**src/hw/rtl/nta_pkg.sv**
```systemverilog
package nta_pkg;

  // Result status codes.
  typedef enum logic [2:0] {
    STATUS_REFRESHED  = 3'd0,
    STATUS_ADDED      = 3'd1,
    STATUS_DROPPED    = 3'd2,
    STATUS_TICK_KEEP  = 3'd3,
    STATUS_TICK_DROP  = 3'd4
  } status_e;

  // Input action codes.
  typedef enum logic {
    ACTION_HELLO = 1'b0,
    ACTION_TICK  = 1'b1
  } action_e;

  // Field widths fixed by the word formats.
  localparam int unsigned IFACE_W  = 2;
  localparam int unsigned ID_W     = 32;
  localparam int unsigned AGE_W    = 10;
  localparam int unsigned INTV_W   = 8;
  localparam int unsigned STATUS_W = 3;
  localparam int unsigned COUNT_W  = 5;

  localparam logic [AGE_W-1:0] AGE_MAX       = '1;
  localparam logic [INTV_W-1:0] INTERVAL_RST = 8'd5;

endpackage

```
**src/hw/rtl/nta_in_if.sv**
```systemverilog
interface nta_in_if;
  import nta_pkg::*;

  logic                valid;
  logic                ready;
  logic                action;
  logic [IFACE_W-1:0]  iface_index;
  logic [ID_W-1:0]     neighbor_id;
  logic [ID_W-1:0]     neighbor_addr;
  logic [ID_W-1:0]     neighbor_mask;

  modport source (
    output valid, action, iface_index, neighbor_id, neighbor_addr, neighbor_mask,
    input  ready
  );

  modport sink (
    input  valid, action, iface_index, neighbor_id, neighbor_addr, neighbor_mask,
    output ready
  );
endinterface

```
**src/hw/rtl/nta_out_if.sv**
```systemverilog
interface nta_out_if;
  import nta_pkg::*;

  logic                valid;
  logic                ready;
  logic [STATUS_W-1:0] status;
  logic                lsu_request;
  logic [COUNT_W-1:0]  removed_count;
  logic [COUNT_W-1:0]  neighbor_total;

  modport source (
    output valid, status, lsu_request, removed_count, neighbor_total,
    input  ready
  );

  modport sink (
    input  valid, status, lsu_request, removed_count, neighbor_total,
    output ready
  );
endinterface

```
**src/hw/rtl/neighbor_table_with_aging.sv**
```systemverilog
// Channel   Direction  Contents
// in_i      sink       action, iface_index, neighbor_id, neighbor_addr, neighbor_mask
// out_o     source     status, lsu_request, removed_count, neighbor_total
// cfg       write      cfg_we_i, cfg_wdata_i (hello_interval)
//
// A word is accepted, then the table is walked one entry per cycle through a single compare
// and age-update unit, and the result is then committed; a hello on an interface out of range
// skips the walk and goes straight to the commit. The next word is taken in the cycle after.
// Reset clears the valid bits, the count and hello_interval (back to 5) at once.
// in_i.ready is high only while the sequencer is idle; a result waits in the output
// register, and the commit step holds while that register is still occupied.
module neighbor_table_with_aging #(
  parameter int unsigned TABLE_ENTRIES = 16,
  parameter int unsigned IFACE_COUNT   = 4
) (
  input  logic                      clk_i,
  input  logic                      rst_ni,
  nta_in_if.sink                    in_i,
  nta_out_if.source                 out_o,
  input  logic                      cfg_we_i,
  input  logic [nta_pkg::INTV_W-1:0] cfg_wdata_i
);
  import nta_pkg::*;

  localparam int unsigned IDX_W = (TABLE_ENTRIES > 1) ? $clog2(TABLE_ENTRIES) : 1;
  localparam int unsigned CNT_W = $clog2(TABLE_ENTRIES + 1);
  localparam logic [IDX_W-1:0] IDX_LAST = IDX_W'(TABLE_ENTRIES - 1);

  typedef enum logic [1:0] {
    ST_IDLE,
    ST_SCAN,
    ST_COMMIT
  } state_e;

  state_e               state_q;
  logic [INTV_W-1:0]    interval_q;
  logic [IDX_W-1:0]     idx_q;
  logic                 item_tick_q;
  logic                 item_bad_q;
  logic [IFACE_W-1:0]   item_iface_q;
  logic [ID_W-1:0]      item_id_q;
  logic                 found_q;
  logic [IDX_W-1:0]     found_idx_q;
  logic                 free_q;
  logic [IDX_W-1:0]     free_idx_q;
  logic [CNT_W-1:0]     removed_q;
  logic [CNT_W-1:0]     total_q;
  logic [TABLE_ENTRIES-1:0] valid_q;

  // Entry storage. Address and mask of a hello are never read back, so they
  // are not kept.
  logic [IFACE_W-1:0]   ent_iface_q [TABLE_ENTRIES];
  logic [ID_W-1:0]      ent_id_q    [TABLE_ENTRIES];
  logic [AGE_W-1:0]     ent_age_q   [TABLE_ENTRIES];

  logic                 out_valid_q;
  logic [STATUS_W-1:0]  out_status_q;
  logic                 out_lsu_q;
  logic [COUNT_W-1:0]   out_removed_q;
  logic [COUNT_W-1:0]   out_total_q;

  logic                 in_fire;
  logic                 in_bad;
  logic [AGE_W-1:0]     dead_time;
  logic                 cur_valid;
  logic [AGE_W-1:0]     cur_age;
  logic                 cur_match;
  logic                 cur_expired;
  logic                 out_free;
  logic                 commit;
  logic                 age_we;
  logic [IDX_W-1:0]     age_waddr;
  logic [AGE_W-1:0]     age_wdata;
  logic                 ent_we;

  assign in_i.ready = (state_q == ST_IDLE);
  assign in_fire    = in_i.valid && in_i.ready;
  assign in_bad     = ({3'b000, in_i.iface_index} >= 5'(IFACE_COUNT));

  // Dead time is three hello intervals: one shift and one add.
  assign dead_time = {1'b0, interval_q, 1'b0} + {2'b00, interval_q};

  // Shared per-entry unit: looks at the entry under the scan index.
  assign cur_valid   = valid_q[idx_q];
  assign cur_age     = ent_age_q[idx_q];
  assign cur_match   = cur_valid && (ent_iface_q[idx_q] == item_iface_q)
                       && (ent_id_q[idx_q] == item_id_q);
  assign cur_expired = cur_valid && (cur_age > dead_time);

  assign out_free = !out_valid_q || out_o.ready;
  assign commit   = (state_q == ST_COMMIT) && out_free;

  // Age write port: the tick scan bumps the current entry, a hello commit clears one.
  always_comb begin
    age_we    = 1'b0;
    age_waddr = idx_q;
    age_wdata = cur_age + AGE_W'(1);
    ent_we    = 1'b0;
    if (state_q == ST_SCAN && item_tick_q) begin
      age_we = cur_valid && !cur_expired && (cur_age != AGE_MAX);
    end else if (commit && !item_tick_q && !item_bad_q) begin
      age_wdata = '0;
      if (found_q) begin
        age_we    = 1'b1;
        age_waddr = found_idx_q;
      end else if (free_q) begin
        age_we    = 1'b1;
        age_waddr = free_idx_q;
        ent_we    = 1'b1;
      end
    end
  end

  // Entry storage writes.
  always_ff @(posedge clk_i) begin
    if (age_we) begin
      ent_age_q[age_waddr] <= age_wdata;
    end
    if (ent_we) begin
      ent_iface_q[free_idx_q] <= item_iface_q;
      ent_id_q[free_idx_q]    <= item_id_q;
    end
  end

  // Sequencer, table control state and the output register.
  always_ff @(posedge clk_i or negedge rst_ni) begin
    if (!rst_ni) begin
      state_q       <= ST_IDLE;
      interval_q    <= INTERVAL_RST;
      idx_q         <= '0;
      item_tick_q   <= 1'b0;
      item_bad_q    <= 1'b0;
      item_iface_q  <= '0;
      item_id_q     <= '0;
      found_q       <= 1'b0;
      found_idx_q   <= '0;
      free_q        <= 1'b0;
      free_idx_q    <= '0;
      removed_q     <= '0;
      total_q       <= '0;
      valid_q       <= '0;
      out_valid_q   <= 1'b0;
      out_status_q  <= '0;
      out_lsu_q     <= 1'b0;
      out_removed_q <= '0;
      out_total_q   <= '0;
    end else begin
      if (cfg_we_i) begin
        interval_q <= cfg_wdata_i;
      end
      if (out_valid_q && out_o.ready && !commit) begin
        out_valid_q <= 1'b0;
      end

      case (state_q)
        ST_IDLE: begin
          if (in_fire) begin
            item_tick_q  <= (in_i.action == ACTION_TICK);
            item_bad_q   <= (in_i.action == ACTION_HELLO) && in_bad;
            item_iface_q <= in_i.iface_index;
            item_id_q    <= in_i.neighbor_id;
            idx_q        <= '0;
            found_q      <= 1'b0;
            free_q       <= 1'b0;
            removed_q    <= '0;
            if (in_i.action == ACTION_HELLO && in_bad) begin
              state_q <= ST_COMMIT;
            end else begin
              state_q <= ST_SCAN;
            end
          end
        end

        ST_SCAN: begin
          if (item_tick_q) begin
            // Remove an expired entry; its age is bumped by the write port otherwise.
            if (cur_expired) begin
              valid_q[idx_q] <= 1'b0;
              removed_q      <= removed_q + CNT_W'(1);
              total_q        <= total_q - CNT_W'(1);
            end
          end else begin
            // Remember the first match and the lowest free entry.
            if (cur_match && !found_q) begin
              found_q     <= 1'b1;
              found_idx_q <= idx_q;
            end
            if (!cur_valid && !free_q) begin
              free_q     <= 1'b1;
              free_idx_q <= idx_q;
            end
          end
          if (idx_q == IDX_LAST) begin
            state_q <= ST_COMMIT;
          end else begin
            idx_q <= idx_q + IDX_W'(1);
          end
        end

        ST_COMMIT: begin
          if (out_free) begin
            out_valid_q   <= 1'b1;
            out_removed_q <= COUNT_W'(removed_q);
            if (item_tick_q) begin
              out_total_q <= COUNT_W'(total_q);
              if (removed_q != '0) begin
                out_status_q <= STATUS_TICK_DROP;
                out_lsu_q    <= 1'b1;
              end else begin
                out_status_q <= STATUS_TICK_KEEP;
                out_lsu_q    <= 1'b0;
              end
            end else if (item_bad_q) begin
              out_total_q  <= COUNT_W'(total_q);
              out_status_q <= STATUS_DROPPED;
              out_lsu_q    <= 1'b0;
            end else if (found_q) begin
              out_total_q  <= COUNT_W'(total_q);
              out_status_q <= STATUS_REFRESHED;
              out_lsu_q    <= 1'b0;
            end else if (free_q) begin
              valid_q[free_idx_q] <= 1'b1;
              total_q             <= total_q + CNT_W'(1);
              out_total_q         <= COUNT_W'(total_q + CNT_W'(1));
              out_status_q        <= STATUS_ADDED;
              out_lsu_q           <= 1'b1;
            end else begin
              out_total_q  <= COUNT_W'(total_q);
              out_status_q <= STATUS_DROPPED;
              out_lsu_q    <= 1'b0;
            end
            state_q <= ST_IDLE;
          end
        end

        default: begin
          state_q <= ST_IDLE;
        end
      endcase
    end
  end

  assign out_o.valid          = out_valid_q;
  assign out_o.status         = out_status_q;
  assign out_o.lsu_request    = out_lsu_q;
  assign out_o.removed_count  = out_removed_q;
  assign out_o.neighbor_total = out_total_q;

endmodule

```
**src/flat_wrapper.sv**
```systemverilog
// flat-port wrapper written by rule: the top's interface ports become plain ports
module neighbor_table_with_aging_flat import nta_pkg::*;
#(
  parameter int unsigned TABLE_ENTRIES = 16,
  parameter int unsigned IFACE_COUNT   = 4
)
  (clk_i, rst_ni, cfg_we_i, cfg_wdata_i, in_i_valid, in_i_action, in_i_iface_index, in_i_neighbor_id, in_i_neighbor_addr, in_i_neighbor_mask, in_i_ready, out_o_valid, out_o_status, out_o_lsu_request, out_o_removed_count, out_o_neighbor_total, out_o_ready);
  nta_in_if in_i_i ();
  nta_out_if out_o_i ();
  input  logic clk_i;
  input  logic rst_ni;
  input  logic cfg_we_i;
  input  logic [nta_pkg::INTV_W-1:0] cfg_wdata_i;
  input wire logic [$bits(in_i_i.valid)-1:0] in_i_valid;
  input wire logic [$bits(in_i_i.action)-1:0] in_i_action;
  input wire logic [$bits(in_i_i.iface_index)-1:0] in_i_iface_index;
  input wire logic [$bits(in_i_i.neighbor_id)-1:0] in_i_neighbor_id;
  input wire logic [$bits(in_i_i.neighbor_addr)-1:0] in_i_neighbor_addr;
  input wire logic [$bits(in_i_i.neighbor_mask)-1:0] in_i_neighbor_mask;
  output wire logic [$bits(in_i_i.ready)-1:0] in_i_ready;
  output wire logic [$bits(out_o_i.valid)-1:0] out_o_valid;
  output wire logic [$bits(out_o_i.status)-1:0] out_o_status;
  output wire logic [$bits(out_o_i.lsu_request)-1:0] out_o_lsu_request;
  output wire logic [$bits(out_o_i.removed_count)-1:0] out_o_removed_count;
  output wire logic [$bits(out_o_i.neighbor_total)-1:0] out_o_neighbor_total;
  input wire logic [$bits(out_o_i.ready)-1:0] out_o_ready;
  assign in_i_i.valid = in_i_valid;
  assign in_i_i.action = in_i_action;
  assign in_i_i.iface_index = in_i_iface_index;
  assign in_i_i.neighbor_id = in_i_neighbor_id;
  assign in_i_i.neighbor_addr = in_i_neighbor_addr;
  assign in_i_i.neighbor_mask = in_i_neighbor_mask;
  assign in_i_ready = in_i_i.ready;
  assign out_o_valid = out_o_i.valid;
  assign out_o_status = out_o_i.status;
  assign out_o_lsu_request = out_o_i.lsu_request;
  assign out_o_removed_count = out_o_i.removed_count;
  assign out_o_neighbor_total = out_o_i.neighbor_total;
  assign out_o_i.ready = out_o_ready;
  neighbor_table_with_aging #(.TABLE_ENTRIES(TABLE_ENTRIES), .IFACE_COUNT(IFACE_COUNT)) u_core (.clk_i(clk_i), .rst_ni(rst_ni), .in_i(in_i_i), .out_o(out_o_i), .cfg_we_i(cfg_we_i), .cfg_wdata_i(cfg_wdata_i));
endmodule
```
**config.mk**
```make
export PLATFORM = sky130hd
export DESIGN_NAME = neighbor_table_with_aging_flat
export DESIGN_NICKNAME = d
export VERILOG_FILES = /design/src/hw/rtl/nta_pkg.sv /design/src/hw/rtl/nta_in_if.sv /design/src/hw/rtl/nta_out_if.sv /design/src/hw/rtl/neighbor_table_with_aging.sv /design/src/flat_wrapper.sv
export SDC_FILE = /design/constraint.sdc
export NUM_CORES = 1
export LEC_CHECK = 0
export ABC_AREA = 1
export BUFFER_PORTS_ARGS = -buffer_cell sky130_fd_sc_hd__buf_2
export CORE_ASPECT_RATIO = 1.5
export CORE_MARGIN = 2
export CORE_UTILIZATION = 35
export CTS_BUF_LIST = sky130_fd_sc_hd__clkbuf_4
export CTS_CLUSTER_DIAMETER = 120
export DETAILED_ROUTE_END_ITERATION = 6
export PLACE_DENSITY_LB_ADDON = 0.15
export SYNTH_ARGS = -nofsm -noshare
export SYNTH_HDL_FRONTEND = slang
export SYNTH_SLANG_ARGS = --single-unit
```
**constraint.sdc**
```tcl
create_clock -name clk_i -period 12.08 [get_ports clk_i]
set_input_delay 0 -clock clk_i [delete_from_list [all_inputs] [get_ports clk_i]]
set_output_delay 0 -clock clk_i [all_outputs]
set_load 0.02 [all_outputs]
```
# Word-level counts from Yosys, hierarchy flattened

Memory sizes are Yosys's and may differ from the RTL's.
Cells that the tools add are included.

$add $sub $neg: 6
Order comparisons: 5
Equality and inequality tests: 18
Mux-type cells: 64
Bitwise logic cells: 4
Reduce and logical (&&, ||, !) cells: 38

Operators by type and width:

| kind                  | number |
|---|---|
| $mux 16               | 6 |
| $mux 5                | 9 |
| $eq 32x32->1          | 1 |
| $pmux 16 s2           | 1 |
| $mux 1                | 24 |
| $mux 4                | 6 |
| $mux 10               | 2 |
| $pmux 5 s2            | 2 |
| $and 16x16->16        | 1 |
| $ne 2x2->1 const B    | 8 |
| $not 16->16           | 1 |
| $or 16x16->16         | 1 |
| $reduce_and 4->1      | 4 |
| $logic_and 1x1->1     | 15 |
| $reduce_and 3->1      | 4 |
| $add 10x1->10 const B | 1 |
| $add 5x1->5 const B   | 2 |
| $add 9x8->10          | 1 |
| $gt 10x10->1          | 1 |
| $lt 4x5->1 const B    | 2 |
| $ne 10x10->1 const B  | 1 |
| $mux 3                | 3 |
| $demux 1 s4           | 2 |
| $ge 4x1->1 const B    | 2 |
| 20 further kinds      | 35 |

Register bits after elaboration: 100
Bits in writable memories: 704
Output and inout port bits: 16
Logic and storage cells: 156
Memories: 3

Memories:

| name               | depth | width | read ports | clocked after Yosys merged registers in | write ports | RTL line                        | source |
|---|---|---|---|---|---|---|---|
| u_core.ent_id_q    | 16    | 32    | 1          | 0                                       | 1           | neighbor_table_with_aging.sv:53 | `logic [ID_W-1:0] ent_id_q [TABLE_ENTRIES];` |
| u_core.ent_age_q   | 16    | 10    | 1          | 0                                       | 1           | neighbor_table_with_aging.sv:54 | `logic [AGE_W-1:0] ent_age_q [TABLE_ENTRIES];` |
| u_core.ent_iface_q | 16    | 2     | 1          | 0                                       | 1           | neighbor_table_with_aging.sv:52 | `logic [IFACE_W-1:0] ent_iface_q [TABLE_ENTRIES];` |

# Depth between registers and ports, before layout

Gate-level depths: netlist of run 1.

Depth in word-level cells: 10
Depth in mapped cells: 23
Mapped depth without buffers: 20

# Worst setup path after synthesis of run 1

Ideal clock, no wire load.

Path kind: register -> register
Start: reg u_core.state_q[0]
End: mem u_core.ent_id_q[15][0] (enable)
Arrival time: 3.530 ns
Path slack: 8.082 ns
Cell stages (with the launch flop): 7
Buffers on the path: 1
Clock period less this slack: 3.998 ns
Path through: dfrtp_1 nor2_2 inv_2 nor2_4 nand2_1 clkbuf_1 nor3_1

Longest elaborated chain between the ends: 7
Elaborated cells on any way between the ends: 9
Those cells by class: eq/ne: 2; mux: 4; reduce/logical: 3

Ends and longest elaborated chain:

| element                        | RTL line                         | source |
|---|---|---|
| start, declared                | neighbor_table_with_aging.sv:35  | `state_e state_q;` |
| start signal, assigned         | neighbor_table_with_aging.sv:128 | `state_q <= ST_IDLE;` |
| start signal, assigned         | neighbor_table_with_aging.sv:167 | `state_q <= ST_COMMIT;` |
| start signal, assigned         | neighbor_table_with_aging.sv:169 | `state_q <= ST_SCAN;` |
| $eq 2x2->1                     | neighbor_table_with_aging.sv:91  | `assign commit = (state_q == ST_COMMIT) && out_free;` |
| $logic_and 1x1->1              | neighbor_table_with_aging.sv:91  |  |
| $logic_and 1x1->1              | neighbor_table_with_aging.sv:101 | `end else if (commit && !item_tick_q && !item_bad_q) begin` |
| $mux 1                         | neighbor_table_with_aging.sv:101 |  |
| $mux 1 *                       | neighbor_table_with_aging.sv:99  | `if (state_q == ST_SCAN && item_tick_q) begin` |
| $mux 1 *                       | neighbor_table_with_aging.sv:119 | `if (ent_we) begin` |
| $mux 1 (implied by the code) * | neighbor_table_with_aging.sv:121 | `ent_id_q[free_idx_q] <= item_id_q;` |
| end, declared                  | neighbor_table_with_aging.sv:53  |  |

Every way passes the cells marked *; elsewhere a longest branch is shown, timed or not.

# Final worst setup path of run 1

Start: reg u_core.idx_q[0]
End: mem u_core.ent_age_q[4][8] (enable)

Longest elaborated chain between the ends: 9
Elaborated cells on any way between the ends: 16
Those cells by class: order compare: 1; eq/ne: 1; mux: 9; reduce/logical: 4; memory: 1

Ends and longest elaborated chain:

| element                                     | RTL line                                                         | source |
|---|---|---|
| start, declared                             | neighbor_table_with_aging.sv:37                                  | `logic [IDX_W-1:0] idx_q;` |
| start signal, assigned                      | neighbor_table_with_aging.sv:196                                 | `idx_q <= idx_q + IDX_W'(1);` |
| $mem_v2 16x10 or $bmux 1 s4 (tied branches) | -                                                                |  |
| $gt 10x10->1 or $mux 1 (tied branches)      | neighbor_table_with_aging.sv:88, neighbor_table_with_aging.sv:84 |  |
| $logic_and 1x1->1                           | neighbor_table_with_aging.sv:88                                  | `assign cur_expired = cur_valid && (cur_age > dead_time);` |
| $logic_not 1->1                             | neighbor_table_with_aging.sv:100                                 | `age_we = cur_valid && !cur_expired && (cur_age != AGE_MAX);` |
| $logic_and 1x1->1 (2 in series)             | neighbor_table_with_aging.sv:100                                 |  |
| $mux 1                                      | neighbor_table_with_aging.sv:99                                  |  |
| $mux 1                                      | neighbor_table_with_aging.sv:116                                 | `if (age_we) begin` |
| $mux 1 (implied by the code)                | neighbor_table_with_aging.sv:117                                 | `ent_age_q[age_waddr] <= age_wdata;` |
| end, declared                               | neighbor_table_with_aging.sv:54                                  |  |

Parallel ways exist; a longest one is shown, timed or not. The select of a mux whose other input is x is not followed.

==> results of run 1 <==
[cells in the mapped netlist (22+ instances only)]
master       n
dfrtp_1     98
o21ai_1     36
a21oi_1     55
nand2_1   1090
ha_1        28
edfxtp_1   704
inv_1      322
clkbuf_1    35
buf_6       27
nand3_1    133
buf_2       65
buf_4       22
nor2_1     428
o21ai_0    248
o21bai_1    27
o22ai_1     34
[routing by layer]
layer  global-route usage  vias to the layer above  part of all wire
li1                     -                    12100                 -
met1                0.231                    11900              0.43
met2                0.331                      538              0.50
met3               0.0355                      159             0.044
met4               0.0628                        0             0.022
met5                    0                        -                 0
[power breakdown]
group / internal [mW] / switching (mW) / total [mW]
registers: 3.63 / 0.365 / 4.00
logic: 0.967 / 2.28 / 3.25
clock network: 1.29 / 1.11 / 2.40
total: 5.89 / 3.76 / 9.65
[sequential cells by signal, summed over array words and instances, names as in the netlist]
register and count:
u_core.ent_id_q 512, u_core.ent_age_q 160, u_core.ent_iface_q 32, u_core.item_id_q 32, u_core.valid_q 16, u_core.interval_q 8, u_core.out_o.neighbor_total 5, u_core.out_o.removed_count 5
u_core.removed_q 5, u_core.total_q 5, u_core.found_idx_q 4, u_core.free_idx_q 4, u_core.idx_q 4, u_core.out_o.status 3, u_core.item_iface_q 2, u_core.state_q 2
u_core.found_q 1, u_core.free_q 1, u_core.item_tick_q 1, u_core.out_o.lsu_request 1, u_core.out_o.valid 1
[cells by family after synthesis]
logic type,after synthesis
compound gates,419
xor+xnor,14
fa+ha+maj,29
buf+inv,487
flops,804
mux,7
simple gates,1691
[metrics by stage]
stage	hold WS, ns	setup slack [ns]	util
2_1_floorplan	-0.296	8.08	-
3_3_place_gp	0.0627	6.37	0.368
3_5_place_dp	0.0623	6.37	0.368
4_1_cts	0.0551	6.32	0.408
5_1_grt	0.0693	6.03	0.409
6_report	0.197	6.55	0.409
[cell type report]
| cell class | count | area (um^2) | area share |
|---|---|---|---|
| flip-flops and latches | 804 | 23700 | 0.579 |
| multi-input cells | 2160 | 9620 | 0.235 |
| clock buffers | 310 | 2330 | 0.0569 |
| repair buffers | 242 | 2020 | 0.0494 |
| well taps | 1296 | 1620 | 0.0397 |
| inverters | 328 | 1240 | 0.0304 |
| clock inverters | 54 | 370 | 0.00906 |
| diodes | 8 | 20.0 | 0.000490 |
[path summary, 6_finish.rpt]
path	from	to	slack, ns	cells past startpoint
worst max register to register	u_core.idx_q[0]	u_core.ent_age_q[4][8]	6.55	19
worst min register to register	u_core.out_o.neighbor_total[3]	u_core.out_o.neighbor_total[3]	0.48	2
worst min-delay path	out_o_ready	u_core.out_o.valid	0.20	4
min in group asynchronous	rst_ni	u_core.valid_q[1]	0.53	5
max in group asynchronous	rst_ni	u_core.item_id_q[3]	10.72	5
worst max-delay path	u_core.idx_q[0]	u_core.ent_age_q[4][8]	6.55	19
[worst min-delay path, delay by kind of cell]
| family | cells | cell delay, ns |
|---|---|---|
| AOI/OAI and AO/OA | 1 | 0.09 |
| buffers and inverters | 3 | 1.17 |
==> results.toml, run 1 <==
[logic_synthesis]
yosys.area.top_type = "edfxtp_1"
synth_cell_types = 44
synth_top_area_frac = 0.598
synth_simple_gate_area_frac = 0.187
synth_edf_count = 704
syn_avg_cell_area_um2 = 10.2
synth_adder_area_share = 0.0105
synthXorXnorAreaFrac = 0.00347
synthesis.area_um2 = 35300
ys_seq_area_frac = 0.669
syn_nets = 3592
syn_inst = 3451
synth_compound_gate_area_share = 0.0644
synth-seq-cells = 804
synth_top_family_by_area = "simple AND/OR/NAND/NOR gates"
synthTopCellsByArea = "edfxtp_1 (60%), nand2_1 (12%), dfrtp_1 (6.9%)"
postSynth.asyncResetShare = 0.124
synth.mux.area_fraction = 0.00223
ys_warn_count = 0
synth_ff_type = "edfxtp_1"

[placement]
gp_congestion = 0.729
hpwl_um = 48500
dp.cells = 4701
port_buffers = 63
placedInstanceArea_um2 = 36800

[timing]
hold_violations = 0
fin_setup_tns_ns = 0
final.setup_skew_ns = 0.0647
maxSlewViolCount = 0
worst_slew_pin_slew_ns = 1.24
rsz0062_at_grt = "no"
max_freq_mhz = 181
setup-violations-final = 0
period_needed_ns = 5.53
slew_headroom = 0.173
period_share = 0.457

[die]
start_util = 0.353
pin_count = 128
dieWidth_um = 263
core_region_area_um2 = 100000
dieArea_um2 = 104000
die_y_um = 393
rows = 142

[grt]
antenna_found_initial = 2
grt_pass1_wl_um = 146000
grt_pass1_vias = 24700
grt-ovfl-total = 0
grt_use_total = 0.188
grt_max_degree = 172

[routing]
vias = 24700
dr.pass1.iters = 5
viasPerCell = 4.74
antenna_left = 0
drtIter0Drc = 1439
post-route-drc-count = 0
wl_per_cell_um = 18.5
wirelength_um = 96200

[worst_setup_path]
cpPeakStageDelay_ns = 0.93
cp_slowest_cell = "nor2_1"
required_ns = 12.76
start_kind = "flip-flop"
cp.arrival_ns = 6.20
path_cells = "inv_8 -> buf_12 -> nand2_1 -> a32o_1 -> nand2_1 -> nand2_1 -> nor2_2 -> ha_1 -> nand2_1 -> nor2_1 -> nand2_1 -> a31oi_1 -> o21ai_0 -> inv_1 -> nor2_1 -> nand2_1 -> nand2_2 -> nand2_2 -> nor2_1"
path_buf_inv = 3
end_kind = "flip-flop"
path_delay_family = "simple AND/OR/NAND/NOR gates"
critPathKind = "reg2reg"
crit_path_max_fanout = 171
path_common_cell = "nand2_1"

[finish]
n_fill_cell = 9868
stdcell_area_um2 = 40900
area_growth_pct = 15.6
drive_gt1_frac = 0.129
fin_nets = 3874
layout_commonest_cell = "nand2_1"
layout_common_cells = "nand2_1 (1088), edfxtp_1 (704), nor2_1 (412)"
instances_no_fill = 5202

[power_and_ir_drop]
power.density_nw_per_um2 = 236
p_leak_nw = 16.8
p_total_mw = 9.65
peakVddDrop_mv = 0.147

[clocking]
path_clk_slew_ns = 0.06
cts_root_buffer = "clkbuf_4"
post_cts_buffers = 0
h-tree-depth = 4
clockBufferDepth = 3
cts_tree = "yes"
cts_buffers = 197
clkLatencyLatePin_ns = 1.12
cts_sinks = 804
hold_buffers = 129
cts_resized = 0

[run_status]
outcome = "complete, no violations"

[flow_run]
max_cap_viol_count = 0

[min_path]
worstHoldPathType = "in2reg"
Note: power is estimated with default switching activity, not from simulation.
==> run 2, diff against run 1 <==
clock period = 5.1 ns   (was 12.08 ns; I/O delays follow)
==> results.toml, run 2 (synthesis results as in run 1) <==
[clocking]
cts_sinks = 804
cts_tree = "yes"
cts_buffers = 199
clockBufferDepth = 3
post_cts_buffers = 0
cts_resized = 0
cts_root_buffer = "clkbuf_4"
clkLatencyLatePin_ns = 1.12
hold_buffers = 127
path_clk_slew_ns = 0.07
h-tree-depth = 4

[finish]
area_growth_pct = 16.2
n_fill_cell = 9799
drive_gt1_frac = 0.130
largest_reg_flops = 512
layout_commonest_cell = "nand2_1"
layout_common_cells = "nand2_1 (1088), edfxtp_1 (704), nor2_1 (412)"
regMostFlops = "u_core.ent_id_q"
fin_nets = 3898
reg.largest.list = "u_core.ent_id_q x512, u_core.ent_age_q x160"
stdcell_area_um2 = 41100

[placement]
hpwl_um = 50900
post-place-ws_ns = 1.03
placedInstanceArea_um2 = 37100
gp_congestion = 0.734
port_buffers = 63

[timing]
maxSlewViolCount = 0
final.setup_skew_ns = 0.0810
setup_ws_ns = 1.13
hold_violations = 0
period_needed_ns = 3.97
worst_slew_pin_slew_ns = 1.21
whs_ns = 0.170
period_share = 0.779
slew_headroom = 0.195
fin_setup_tns_ns = 0
setup-violations-final = 0
max_freq_mhz = 252
rsz0062_at_grt = "no"

[run_status]
outcome = "complete, no violations"

[routing]
wl_per_cell_um = 18.5
drtIter0Drc = 1445
dr.pass1.iters = 5
antenna_left = 0
post-route-drc-count = 0
wirelength_um = 96600
vias = 24800
viasPerCell = 4.75

[grt]
grt_pass1_vias = 24900
antenna_found_initial = 3
grt_use_total = 0.189
grt_pass1_wl_um = 146000
grt-ovfl-total = 0
grt_max_degree = 180

[flow_run]
max_cap_viol_count = 0

[worst_setup_path]
r2r-start = "u_core.idx_q[0]"
cp-endpoint = "u_core.ent_age_q[13][8]"
path_common_cell = "nand4_1"
r2r_end = "u_core.ent_age_q[13][8]"
critPathKind = "reg2reg"
required_ns = 5.82
cp.arrival_ns = 4.69
path_delay_family = "compound AO/OA/AOI/OAI gates"
crit_path_max_fanout = 68
path_buf_inv = 1
rrSetupSlack_ns = 1.13
cp.depth = 10
cpPeakStageDelay_ns = 0.95
path_cells = "buf_4 -> o21ai_0 -> o22ai_1 -> nand2_1 -> nand4_1 -> ha_1 -> nand4_1 -> nor2_2 -> nand3b_1 -> a21oi_1"
cp_slowest_cell = "a21oi_1"
setup.worst_path.start = "u_core.idx_q[0]"
reg2reg_depth = 10
start_kind = "flip-flop"
end_kind = "flip-flop"

[die]
dieWidth_um = 263
dieArea_um2 = 104000
rows = 142
start_util = 0.353
core_region_area_um2 = 100000
die_y_um = 393
pin_count = 128

[power_and_ir_drop]
p_leak_nw = 16.9
peakVddDrop_mv = 0.391
power.density_nw_per_um2 = 557

[min_path]
min_from = "out_o_ready"
worstHoldPathType = "in2reg"
run 2: metal layers:
metal	vias up	routed length, um	track usage	part of all wire
met4	0	2270	0.0647	0.023
li1	12100	-	-	-
met5	-	0	0	0
met3	169	3950	0.0370	0.041
met2	519	48700	0.337	0.50
met1	12000	41700	0.228	0.43
run 2: how the worst min path moves through the flow:
stage | end | slack (ns) | cells past startpoint
2_1_floorplan | u_core.found_idx_q[0] | -0.30 | 0
3_3_place_gp | u_core.item_id_q[20] | 0.16 | 1
3_5_place_dp | u_core.item_id_q[20] | 0.16 | 1
4_1_cts | u_core.out_o.valid | 0.02 | 4
5_1_grt | u_core.out_o.valid | 0.09 | 4
6_report | u_core.out_o.valid | 0.17 | 4
run 2: per-stage QoR:
stage	power, mW	std cells	utilization
floorplan	14.8	3451	-
global placement	17.3	4725	0.371
detailed placement	17.4	4725	0.371
CTS	23.2	5219	0.410
global route	24.6	5224	0.410
finish	22.9	5224	0.410
run 2: layout make-up:
class	instances	area, um^2	area share
Clock buffer	291	2180	0.0532
Antenna cell	5	12.5	0.000305
Tap cell	1296	1620	0.0395
Multi-Input combinational cell	2160	9620	0.234
Inverter	328	1240	0.0303
Clock inverter	76	464	0.0113
Timing Repair Buffer	264	2270	0.0552
Sequential cell	804	23700	0.576
run 2: worst reg2reg max path: cells and delay by family, from the launching register on:
family | cells | cell delay, ns
AND/OR/NAND/NOR | 5 | 0.84
flip-flops | 1 | 0.47
adder cells (fa/ha/maj) | 1 | 0.23
buffers and inverters | 1 | 0.63
AO/OA/AOI/OAI | 3 | 1.43
run 2: power breakdown:
part           switching (mW)  internal [mW]  leakage, nW
sequential              0.793           8.61         7.64
combinational            5.51           2.38         7.66
clock                    2.69           2.88         1.55
total                    8.99           13.9         16.9
